## src/rtl/iqagc_pkg.sv

```systemverilog
// Shared types and constants for the I/Q automatic gain control.
// Used by iqagc_ctrl, iqagc_dp and the iq_agc_asymmetric top level.
package iqagc_pkg;

  // Field widths
  localparam int unsigned SmpW  = 16;  // Q1.15 samples
  localparam int unsigned GainW = 24;  // unsigned Q8.16 gain
  localparam int unsigned PwrW  = 32;  // unsigned Q2.30 power / reference
  localparam int unsigned RateW = 16;  // unsigned Q0.16 rates
  localparam int unsigned CfgIdxW = 2;

  // Shared multiplier operand widths
  localparam int unsigned MulAW = 18;
  localparam int unsigned MulBW = 25;
  localparam int unsigned ProdW = MulAW + MulBW;

  // Reset values
  localparam logic [GainW-1:0] GAIN_RESET = 24'd3276800;    // 50.0
  localparam logic [PwrW-1:0]  REF_RESET  = 32'd1073741824; // 1.0
  localparam logic [RateW-1:0] SLOW_RESET = 16'd131;        // ~0.002
  localparam logic [RateW-1:0] FAST_RESET = 16'd3277;       // ~0.050

  // Configuration register indexes
  localparam logic [CfgIdxW-1:0] CFG_REF_POWER = 2'd0;
  localparam logic [CfgIdxW-1:0] CFG_RATE_SLOW = 2'd1;
  localparam logic [CfgIdxW-1:0] CFG_RATE_FAST = 2'd2;

  typedef enum logic [3:0] {
    ST_IDLE,
    ST_SCALE_I,
    ST_SCALE_Q,
    ST_SQR_I,
    ST_SQR_Q,
    ST_ERR,
    ST_PROD_LO,
    ST_PROD_HI,
    ST_UPDATE,
    ST_PUSH
  } state_e;

  typedef enum logic [3:0] {
    OP_NONE,
    OP_SCALE_I,
    OP_SCALE_Q,
    OP_SQR_I,
    OP_SQR_Q,
    OP_ERR,
    OP_PROD_LO,
    OP_PROD_HI,
    OP_UPDATE
  } op_e;

  // Sequencer to datapath control
  typedef struct packed {
    op_e  op;
    logic load;  // capture a new input item
    logic push;  // hand results to the output register
  } ctrl_t;

endpackage

```

## src/rtl/iq_agc_asymmetric.sv

```systemverilog
// Each input item makes six passes through one shared 18x25 multiplier plus
// error and gain-update steps; the result is pushed to the output register from
// the update step, or later from a push state once the full output register frees.
// Input is not accepted while an item is in the sequencer; a finished result
// waits in the output register while the next item is taken.
// Reset (rst_ni low, async): sequencer idle, output empty, gain 50.0,
// ref_power 1.0, rate_slow 131, rate_fast 3277.
module iq_agc_asymmetric (
  input  logic                               clk_i,
  input  logic                               rst_ni,
  // input items
  input  logic                               s_axis_tvalid_i,
  output logic                               s_axis_tready_o,
  input  logic [31:0]                        s_axis_tdata_i,  // in_i[15:0], in_q[31:16]
  // result items
  output logic                               m_axis_tvalid_o,
  input  logic                               m_axis_tready_i,
  output logic [31:0]                        m_axis_tdata_o,  // out_i[15:0], out_q[31:16]
  // configuration writes
  input  logic                               cfg_valid_i,
  output logic                               cfg_ready_o,
  input  logic [iqagc_pkg::CfgIdxW-1:0]      cfg_index_i,
  input  logic [31:0]                        cfg_data_i
);
  import iqagc_pkg::*;

  logic [PwrW-1:0]        ref_power_q;
  logic [RateW-1:0]       rate_slow_q, rate_fast_q;
  logic                   m_valid_q;
  logic [31:0]            m_data_q;
  logic                   out_free;
  ctrl_t                  ctrl;
  logic signed [SmpW-1:0] res_i, res_q;

  // Configuration: always ready, unknown indexes dropped
  assign cfg_ready_o = 1'b1;

  always_ff @(posedge clk_i or negedge rst_ni) begin
    if (!rst_ni) begin
      ref_power_q <= REF_RESET;
      rate_slow_q <= SLOW_RESET;
      rate_fast_q <= FAST_RESET;
    end else if (cfg_valid_i) begin
      priority if (cfg_index_i == CFG_REF_POWER) begin
        ref_power_q <= cfg_data_i;
      end else if (cfg_index_i == CFG_RATE_SLOW) begin
        rate_slow_q <= cfg_data_i[RateW-1:0];
      end else if (cfg_index_i == CFG_RATE_FAST) begin
        rate_fast_q <= cfg_data_i[RateW-1:0];
      end else begin
      end
    end
  end

  // Output register is free when empty or being drained this cycle
  assign out_free = !m_valid_q || m_axis_tready_i;

  iqagc_ctrl u_ctrl (
    .clk_i      (clk_i),
    .rst_ni     (rst_ni),
    .s_valid_i  (s_axis_tvalid_i),
    .out_free_i (out_free),
    .ready_o    (s_axis_tready_o),
    .ctrl_o     (ctrl)
  );

  iqagc_dp u_dp (
    .clk_i       (clk_i),
    .rst_ni      (rst_ni),
    .ctrl_i      (ctrl),
    .in_i_i      (s_axis_tdata_i[15:0]),
    .in_q_i      (s_axis_tdata_i[31:16]),
    .ref_power_i (ref_power_q),
    .rate_slow_i (rate_slow_q),
    .rate_fast_i (rate_fast_q),
    .out_i_o     (res_i),
    .out_q_o     (res_q)
  );

  always_ff @(posedge clk_i or negedge rst_ni) begin
    if (!rst_ni) begin
      m_valid_q <= 1'b0;
    end else if (ctrl.push) begin
      m_valid_q <= 1'b1;
    end else if (m_axis_tready_i) begin
      m_valid_q <= 1'b0;
    end
  end

  always_ff @(posedge clk_i or negedge rst_ni) begin
    if (!rst_ni) begin
      m_data_q <= '0;
    end else if (ctrl.push) begin
      m_data_q <= {res_q, res_i};
    end
  end

  assign m_axis_tvalid_o = m_valid_q;
  assign m_axis_tdata_o  = m_data_q;

  // Sequencer goes busy right after taking an item
  a_busy_after_accept: assert property (@(posedge clk_i) disable iff (!rst_ni)
    (s_axis_tvalid_i && s_axis_tready_o) |=> !s_axis_tready_o)
    else $error("input still ready after accepting an item");

  // A new result appears only after a push from the sequencer
  a_valid_from_push: assert property (@(posedge clk_i) disable iff (!rst_ni)
    $rose(m_axis_tvalid_o) |-> $past(ctrl.push))
    else $error("output valid without a push");

  // Result data only changes on a push
  a_data_on_push: assert property (@(posedge clk_i) disable iff (!rst_ni)
    !$past(ctrl.push) |-> $stable(m_axis_tdata_o))
    else $error("output data changed without a push");

  // Never push while the sequencer is idle
  a_push_busy: assert property (@(posedge clk_i) disable iff (!rst_ni)
    ctrl.push |-> !s_axis_tready_o)
    else $error("push while idle");

endmodule

```

## src/rtl/iqagc_ctrl.sv

```systemverilog
// Sequencer for the I/Q gain control: steps the shared multiplier
// through one item. Depends on iqagc_pkg.
module iqagc_ctrl (
  input  logic               clk_i,
  input  logic               rst_ni,
  input  logic               s_valid_i,
  input  logic               out_free_i,
  output logic               ready_o,
  output iqagc_pkg::ctrl_t   ctrl_o
);
  import iqagc_pkg::*;

  state_e state_q, state_d;

  always_ff @(posedge clk_i or negedge rst_ni) begin
    if (!rst_ni) begin
      state_q <= ST_IDLE;
    end else begin
      state_q <= state_d;
    end
  end

  // Next state
  always_comb begin
    state_d = state_q;
    unique case (state_q)
      ST_IDLE:    if (s_valid_i) state_d = ST_SCALE_I;
      ST_SCALE_I: state_d = ST_SCALE_Q;
      ST_SCALE_Q: state_d = ST_SQR_I;
      ST_SQR_I:   state_d = ST_SQR_Q;
      ST_SQR_Q:   state_d = ST_ERR;
      ST_ERR:     state_d = ST_PROD_LO;
      ST_PROD_LO: state_d = ST_PROD_HI;
      ST_PROD_HI: state_d = ST_UPDATE;
      ST_UPDATE:  state_d = out_free_i ? ST_IDLE : ST_PUSH;
      ST_PUSH:    if (out_free_i) state_d = ST_IDLE;
      default:    state_d = ST_IDLE;
    endcase
  end

  // Outputs
  always_comb begin
    ready_o     = 1'b0;
    ctrl_o.op   = OP_NONE;
    ctrl_o.load = 1'b0;
    ctrl_o.push = 1'b0;
    unique case (state_q)
      ST_IDLE: begin
        ready_o     = 1'b1;
        ctrl_o.load = s_valid_i;
      end
      ST_SCALE_I: ctrl_o.op = OP_SCALE_I;
      ST_SCALE_Q: ctrl_o.op = OP_SCALE_Q;
      ST_SQR_I:   ctrl_o.op = OP_SQR_I;
      ST_SQR_Q:   ctrl_o.op = OP_SQR_Q;
      ST_ERR:     ctrl_o.op = OP_ERR;
      ST_PROD_LO: ctrl_o.op = OP_PROD_LO;
      ST_PROD_HI: ctrl_o.op = OP_PROD_HI;
      ST_UPDATE: begin
        ctrl_o.op   = OP_UPDATE;
        ctrl_o.push = out_free_i;
      end
      ST_PUSH:    ctrl_o.push = out_free_i;
      default:    ctrl_o.op = OP_NONE;
    endcase
  end

endmodule

```

## src/rtl/iqagc_dp.sv

```systemverilog
// Datapath for the I/Q gain control: one shared 18x25 signed multiplier,
// rounding/saturation, power and error, gain register. Depends on iqagc_pkg.
module iqagc_dp (
  input  logic                                clk_i,
  input  logic                                rst_ni,
  input  iqagc_pkg::ctrl_t                    ctrl_i,
  input  logic signed [iqagc_pkg::SmpW-1:0]   in_i_i,
  input  logic signed [iqagc_pkg::SmpW-1:0]   in_q_i,
  input  logic [iqagc_pkg::PwrW-1:0]          ref_power_i,
  input  logic [iqagc_pkg::RateW-1:0]         rate_slow_i,
  input  logic [iqagc_pkg::RateW-1:0]         rate_fast_i,
  output logic signed [iqagc_pkg::SmpW-1:0]   out_i_o,
  output logic signed [iqagc_pkg::SmpW-1:0]   out_q_o
);
  import iqagc_pkg::*;

  localparam int unsigned ErrW = PwrW + 2;
  localparam int unsigned AccW = 51;
  localparam int unsigned DeltaW = AccW - 30;
  localparam int unsigned GSumW = GainW + 2;

  logic signed [SmpW-1:0]  smp_i_q, smp_q_q;
  logic signed [SmpW-1:0]  res_i_q, res_q_q;
  logic [PwrW-1:0]         pwr_q;
  logic signed [ErrW-1:0]  err_q;
  logic signed [AccW-1:0]  acc_q;
  logic [GainW-1:0]        gain_q, gain_d;

  logic signed [MulAW-1:0] mul_a;
  logic signed [MulBW-1:0] mul_b;
  logic signed [ProdW-1:0] prod, prod_rnd, prod_shr;
  logic signed [SmpW-1:0]  scaled;
  logic signed [AccW-1:0]  prod_ext, acc_rnd;
  logic signed [DeltaW-1:0] delta;
  logic signed [GSumW-1:0] gsum;
  logic signed [ErrW-1:0]  err_d;
  logic [RateW-1:0]        rate_sel;

  // Error > 0 means power below target: adapt slowly
  assign rate_sel = (err_q > 0) ? rate_slow_i : rate_fast_i;

  // Operand select for the shared multiplier
  always_comb begin
    mul_a = '0;
    mul_b = '0;
    unique case (ctrl_i.op)
      OP_SCALE_I: begin
        mul_a = {{(MulAW-SmpW){smp_i_q[SmpW-1]}}, smp_i_q};
        mul_b = {1'b0, gain_q};
      end
      OP_SCALE_Q: begin
        mul_a = {{(MulAW-SmpW){smp_q_q[SmpW-1]}}, smp_q_q};
        mul_b = {1'b0, gain_q};
      end
      OP_SQR_I: begin
        mul_a = {{(MulAW-SmpW){res_i_q[SmpW-1]}}, res_i_q};
        mul_b = {{(MulBW-SmpW){res_i_q[SmpW-1]}}, res_i_q};
      end
      OP_SQR_Q: begin
        mul_a = {{(MulAW-SmpW){res_q_q[SmpW-1]}}, res_q_q};
        mul_b = {{(MulBW-SmpW){res_q_q[SmpW-1]}}, res_q_q};
      end
      // error split into unsigned low 17 bits and signed high 17 bits
      OP_PROD_LO: begin
        mul_a = {1'b0, err_q[16:0]};
        mul_b = {{(MulBW-RateW){1'b0}}, rate_sel};
      end
      OP_PROD_HI: begin
        mul_a = {err_q[ErrW-1], err_q[ErrW-1:17]};
        mul_b = {{(MulBW-RateW){1'b0}}, rate_sel};
      end
      default: begin
        mul_a = '0;
        mul_b = '0;
      end
    endcase
  end

  assign prod = mul_a * mul_b;

  // Round half up by 2^16, then saturate to Q1.15
  assign prod_rnd = prod + ProdW'(32768);
  assign prod_shr = prod_rnd >>> 16;
  always_comb begin
    if (prod_shr > ProdW'(32767)) begin
      scaled = 16'sh7FFF;
    end else if (prod_shr < -ProdW'(32768)) begin
      scaled = -16'sh8000;
    end else begin
      scaled = prod_shr[SmpW-1:0];
    end
  end

  assign err_d    = $signed({2'b00, ref_power_i}) - $signed({2'b00, pwr_q});
  assign prod_ext = {{(AccW-ProdW){prod[ProdW-1]}}, prod};

  // Gain update: round(d / 2^30) added to gain, clamped to 24 bits
  assign acc_rnd = acc_q + AccW'(32'h2000_0000);
  assign delta   = DeltaW'(acc_rnd >>> 30);
  assign gsum    = $signed({2'b00, gain_q})
                 + {{(GSumW-DeltaW){delta[DeltaW-1]}}, delta};
  always_comb begin
    if (gsum < 0) begin
      gain_d = '0;
    end else if (gsum > $signed({2'b00, {GainW{1'b1}}})) begin
      gain_d = '1;
    end else begin
      gain_d = gsum[GainW-1:0];
    end
  end

  always_ff @(posedge clk_i or negedge rst_ni) begin
    if (!rst_ni) begin
      gain_q <= GAIN_RESET;
    end else if (ctrl_i.op == OP_UPDATE) begin
      gain_q <= gain_d;
    end
  end

  always_ff @(posedge clk_i) begin
    if (ctrl_i.load) begin
      smp_i_q <= in_i_i;
      smp_q_q <= in_q_i;
    end
    unique case (ctrl_i.op)
      OP_SCALE_I: res_i_q <= scaled;
      OP_SCALE_Q: res_q_q <= scaled;
      OP_SQR_I:   pwr_q   <= prod[PwrW-1:0];
      OP_SQR_Q:   pwr_q   <= pwr_q + prod[PwrW-1:0];
      OP_ERR:     err_q   <= err_d;
      OP_PROD_LO: acc_q   <= prod_ext;
      OP_PROD_HI: acc_q   <= acc_q + (prod_ext <<< 17);
      default: ;
    endcase
  end

  assign out_i_o = res_i_q;
  assign out_q_o = res_q_q;

endmodule

```

## config.mk

```make
export PLATFORM = sky130hd
export DESIGN_NAME = iq_agc_asymmetric
export DESIGN_NICKNAME = d
export VERILOG_FILES = /design/src/rtl/iqagc_pkg.sv /design/src/rtl/iq_agc_asymmetric.sv /design/src/rtl/iqagc_ctrl.sv /design/src/rtl/iqagc_dp.sv
export SDC_FILE = /design/constraint.sdc
export NUM_CORES = 2
export LEC_CHECK = 0
export ABC_CLOCK_PERIOD_IN_PS = 11900
export BUFFER_PORTS_ARGS = -buffer_cell sky130_fd_sc_hd__buf_2
export CORE_ASPECT_RATIO = 0.6
export CORE_UTILIZATION = 35
export DETAILED_ROUTE_END_ITERATION = 7
export SYNTH_ARGS = -nofsm -noshare
export SYNTH_HDL_FRONTEND = slang
export SYNTH_HIERARCHICAL = 1
export SYNTH_SLANG_ARGS = --single-unit
export TNS_END_PERCENT = 50
```

## constraint.sdc

```tcl
create_clock -name clk_i -period 11.9 [get_ports clk_i]
set_input_delay 0.595 -clock clk_i [delete_from_list [all_inputs] [get_ports clk_i]]
set_output_delay 0.595 -clock clk_i [all_outputs]
set_load 0.02 [all_outputs]
```

==> results_dict.tcl <==
set metrics [dict create \
    rsz0062_at_grt "no" \
    overflow 0 \
    cpMaxStageDelayCell "a22oi_1" \
    cts.sinks 288 \
    drtPass1Iterations 5 \
    synth_edf_count 163 \
    area_growth_pct 9.59 \
    grt_pass1_wl_um 173000 \
    dieArea_mm2 0.0987 \
    maxCapViolCount 1 \
    path_common_cell "fa_1" \
    drive_gt1_share_pct 11.1 \
    routed-via-count 27000 \
    cts_buffers 27 \
    finalSetupTns_ns 0 \
    relSlewSlack_pct -2.78 \
    post_drt_wl_per_cell_um 22.8 \
    synth_area_leaders "fa_1, edfxtp_1, ha_1" \
    reg2reg_from "u_ctrl/state_q[3]" \
    fin_crit_ns 11.43 \
    placementRows 88 \
    synth.distinct_cells 95 \
    crit_required_ns 12.22 \
    violations "max-capacitance violations, max-slew violations" \
    synth_nets 4353 \
    vias_per_cell 5.37 \
    yosysSeqAreaShare_pct 23.6 \
    synth_top_cell_by_area "fa_1" \
    htreeDepth 1 \
    core_area_mm2 0.0962 \
    ios 106 \
    multi_input_area_mm2 0.0233 \
    synth_warnings 6 \
    worstPathMaxFanout 15 \
    grt_max_degree 72 \
    avgSynthCellArea_um2 9.45 \
    async_flop_share_pct 43.4 \
    drc 0 \
    max_stage_delay_ns 0.88 \
    port_buffers 104 \
    status "complete, but fails checks" \
    drt_iter0_drc 3192 \
    die_y_um 244 \
    cts-hold-fix-buffers 0 \
    fillers 9741 \
    final_cell_mix "inv_1, nand2_1, fa_1" \
    clock_latency_ns 0.61 \
    hold_class "in -> async" \
    crit_arrival_ns 11.75 \
    fin_nets 4453 \
    synth_ff_type "edfxtp_1" \
    ys_ff_latch 288 \
    finalCritPeriodShare_pct 96.0 \
    track_usage_pct 23.5 \
    hold_viol 0 \
    timing.fmax_mhz 87.5 \
    worst-path-buf-inv 5 \
    worst_pin_slew_ns 1.53 \
    fin_worst_skew_ns 0.0331 \
    final_antenna_net_count 0 \
    place_congestion 1.03 \
    reg2reg_to "u_dp/out_q_o[1]" \
    syn_inst 3607 \
    clk_pin_slew_ns 0.07 \
    synthesis.area_mm2 0.0341 \
    report.final.setup_viol 0 \
    criticalPathCategory "reg -> reg" \
    die_w_um 405 \
    layout_commonest_cell "inv_1" \
    start_util_pct 35.4 \
    worstRegToRegCells 31 \
    seq_area_mm2 0.00804 \
    cp.depth 31 \
    routed_wl_um 115000 \
    hpwl_um 96500 \
    cts_root_buf "clkbuf_16" \
    drv_slew 2 \
    clk_path_buf_depth 3 \
    first_global_vias 25900 \
    worstSetupStartpointType "flop" \
    antenna_found_initial 6 \
    cp-end-kind "flop" \
    synth_top_area_share_pct 26.1 \
    cts_tree "done" \
    r2r_setup_slack_ns 0.47 \
    critical-path-top-delay-family "adder cells" \
]
[stage by stage]
stage | cells | hold WS, ns | setup slack (ns) | utilization, % | area (um^2)
after floorplan | 3607 | 0.299 | 1.48 | - | 34100
after global placement | 4978 | 0.485 | 0.390 | 37.8 | 36400
after detailed placement | 4979 | 0.484 | 0.259 | 37.8 | 36400
after CTS | 5029 | 0.0190 | 0.182 | 38.7 | 37300
after global routing | 5034 | 0.0529 | 0.0396 | 38.8 | 37300
final | 5035 | 0.00893 | 0.471 | 38.8 | 37400
[sequential cells by signal (all words and copies together), names as in the netlist]
register / flops
u_dp/acc_q: 34
u_dp/err_q: 33
m_axis_tdata_o: 32
ref_power_q: 32
u_dp/pwr_q: 32
u_dp/gain_q: 24
rate_fast_q: 16
rate_slow_q: 16
u_dp/out_i_o: 16
u_dp/out_q_o: 16
u_dp/smp_i_q: 16
u_dp/smp_q_q: 16
u_ctrl/state_q: 4
m_axis_tvalid_o: 1
[logic make-up after synthesis]
logic type | after synthesis | synth area share (%)
DFF | 288 | 23.6
xor gates and xnor gates | 181 | 4.67
muxes | 126 | 4.10
AOI/OAI and AO/OA | 588 | 11.4
buffers and inverters | 720 | 8.13
and+or+nand+nor | 1028 | 13.6
adders and majority gates | 675 | 34.6
other | 1 | 0.0110
[final cells by class]
cell class,instances,share of cell area (%)
clock inverters,16,0.456
diodes,2,0.0134
inverters,598,6.01
well taps,1305,4.37
flip-flops and latches,288,21.5
multi-input cells,2599,62.5
clock buffers,34,1.93
repair buffers,193,3.22
[what timing repair did]
action                                  4_1_cts  5_1_grt
endpoints found under the setup margin        0       42
resized for setup                             0        9
setup buffers                                 0        3
[layer usage]
| layer | routed length, um | track usage [%] |
|---|---|---|
| met1 | 56300 | 38.3 |
| met2 | 38400 | 27.0 |
| met3 | 18500 | 11.0 |
| met4 | 1460 | 2.76 |
| met5 | 231 | 1.32 |
[worst max path at each step]
stage / slack [ns] / start / to
final: 0.47 / u_ctrl/state_q[3] / u_dp/out_q_o[1]
after global routing: 0.04 / u_ctrl/state_q[3] / u_dp/acc_q[50]
after floorplan: 1.48 / u_ctrl/state_q[3] / u_dp/acc_q[50]
after global placement: 0.39 / u_ctrl/state_q[1] / u_dp/out_i_o[3]
after detailed placement: 0.26 / u_ctrl/state_q[1] / u_dp/out_q_o[2]
after CTS: 0.18 / u_ctrl/state_q[1] / u_dp/out_i_o[2]
[worst reg2reg max path, delay by kind of cell (launching register included)]
kind                     cells  cell delay (ns)
AO/OA/AOI/OAI                9             2.70
XOR/XNOR                     1             0.47
adder cells (fa/ha/maj)      7             3.47
buffers and inverters        5             0.99
flip-flops                   1             0.55
AND/OR/NAND/NOR              9             2.95
[cell usage after synthesis (7+ instances only)]
cell / number
a211o_1: 7
a211oi_1: 14
a21o_1: 51
a21oi_1: 154
a222oi_1: 12
a22oi_1: 23
a31oi_1: 18
and2_1: 34
and3_1: 26
clkbuf_1: 103
dfrtp_1: 111
dfstp_2: 14
edfxtp_1: 163
fa_1: 445
ha_1: 230
inv_1: 594
mux2_2: 106
mux2i_1: 18
nand2_1: 488
nand2b_1: 22
nand3_1: 46
nand4_1: 24
nor2_1: 262
nor2b_1: 21
nor3_1: 33
nor4_1: 14
o211a_1: 13
o211ai_1: 27
o21a_1: 13
o21ai_0: 139
o21ai_2: 10
o21bai_1: 25
o31ai_1: 16
or3_1: 15
xnor2_1: 128
xor2_1: 52
Power is not shown: default switching activity piles up to over one toggle a cycle in this logic, so the estimate is an artifact.
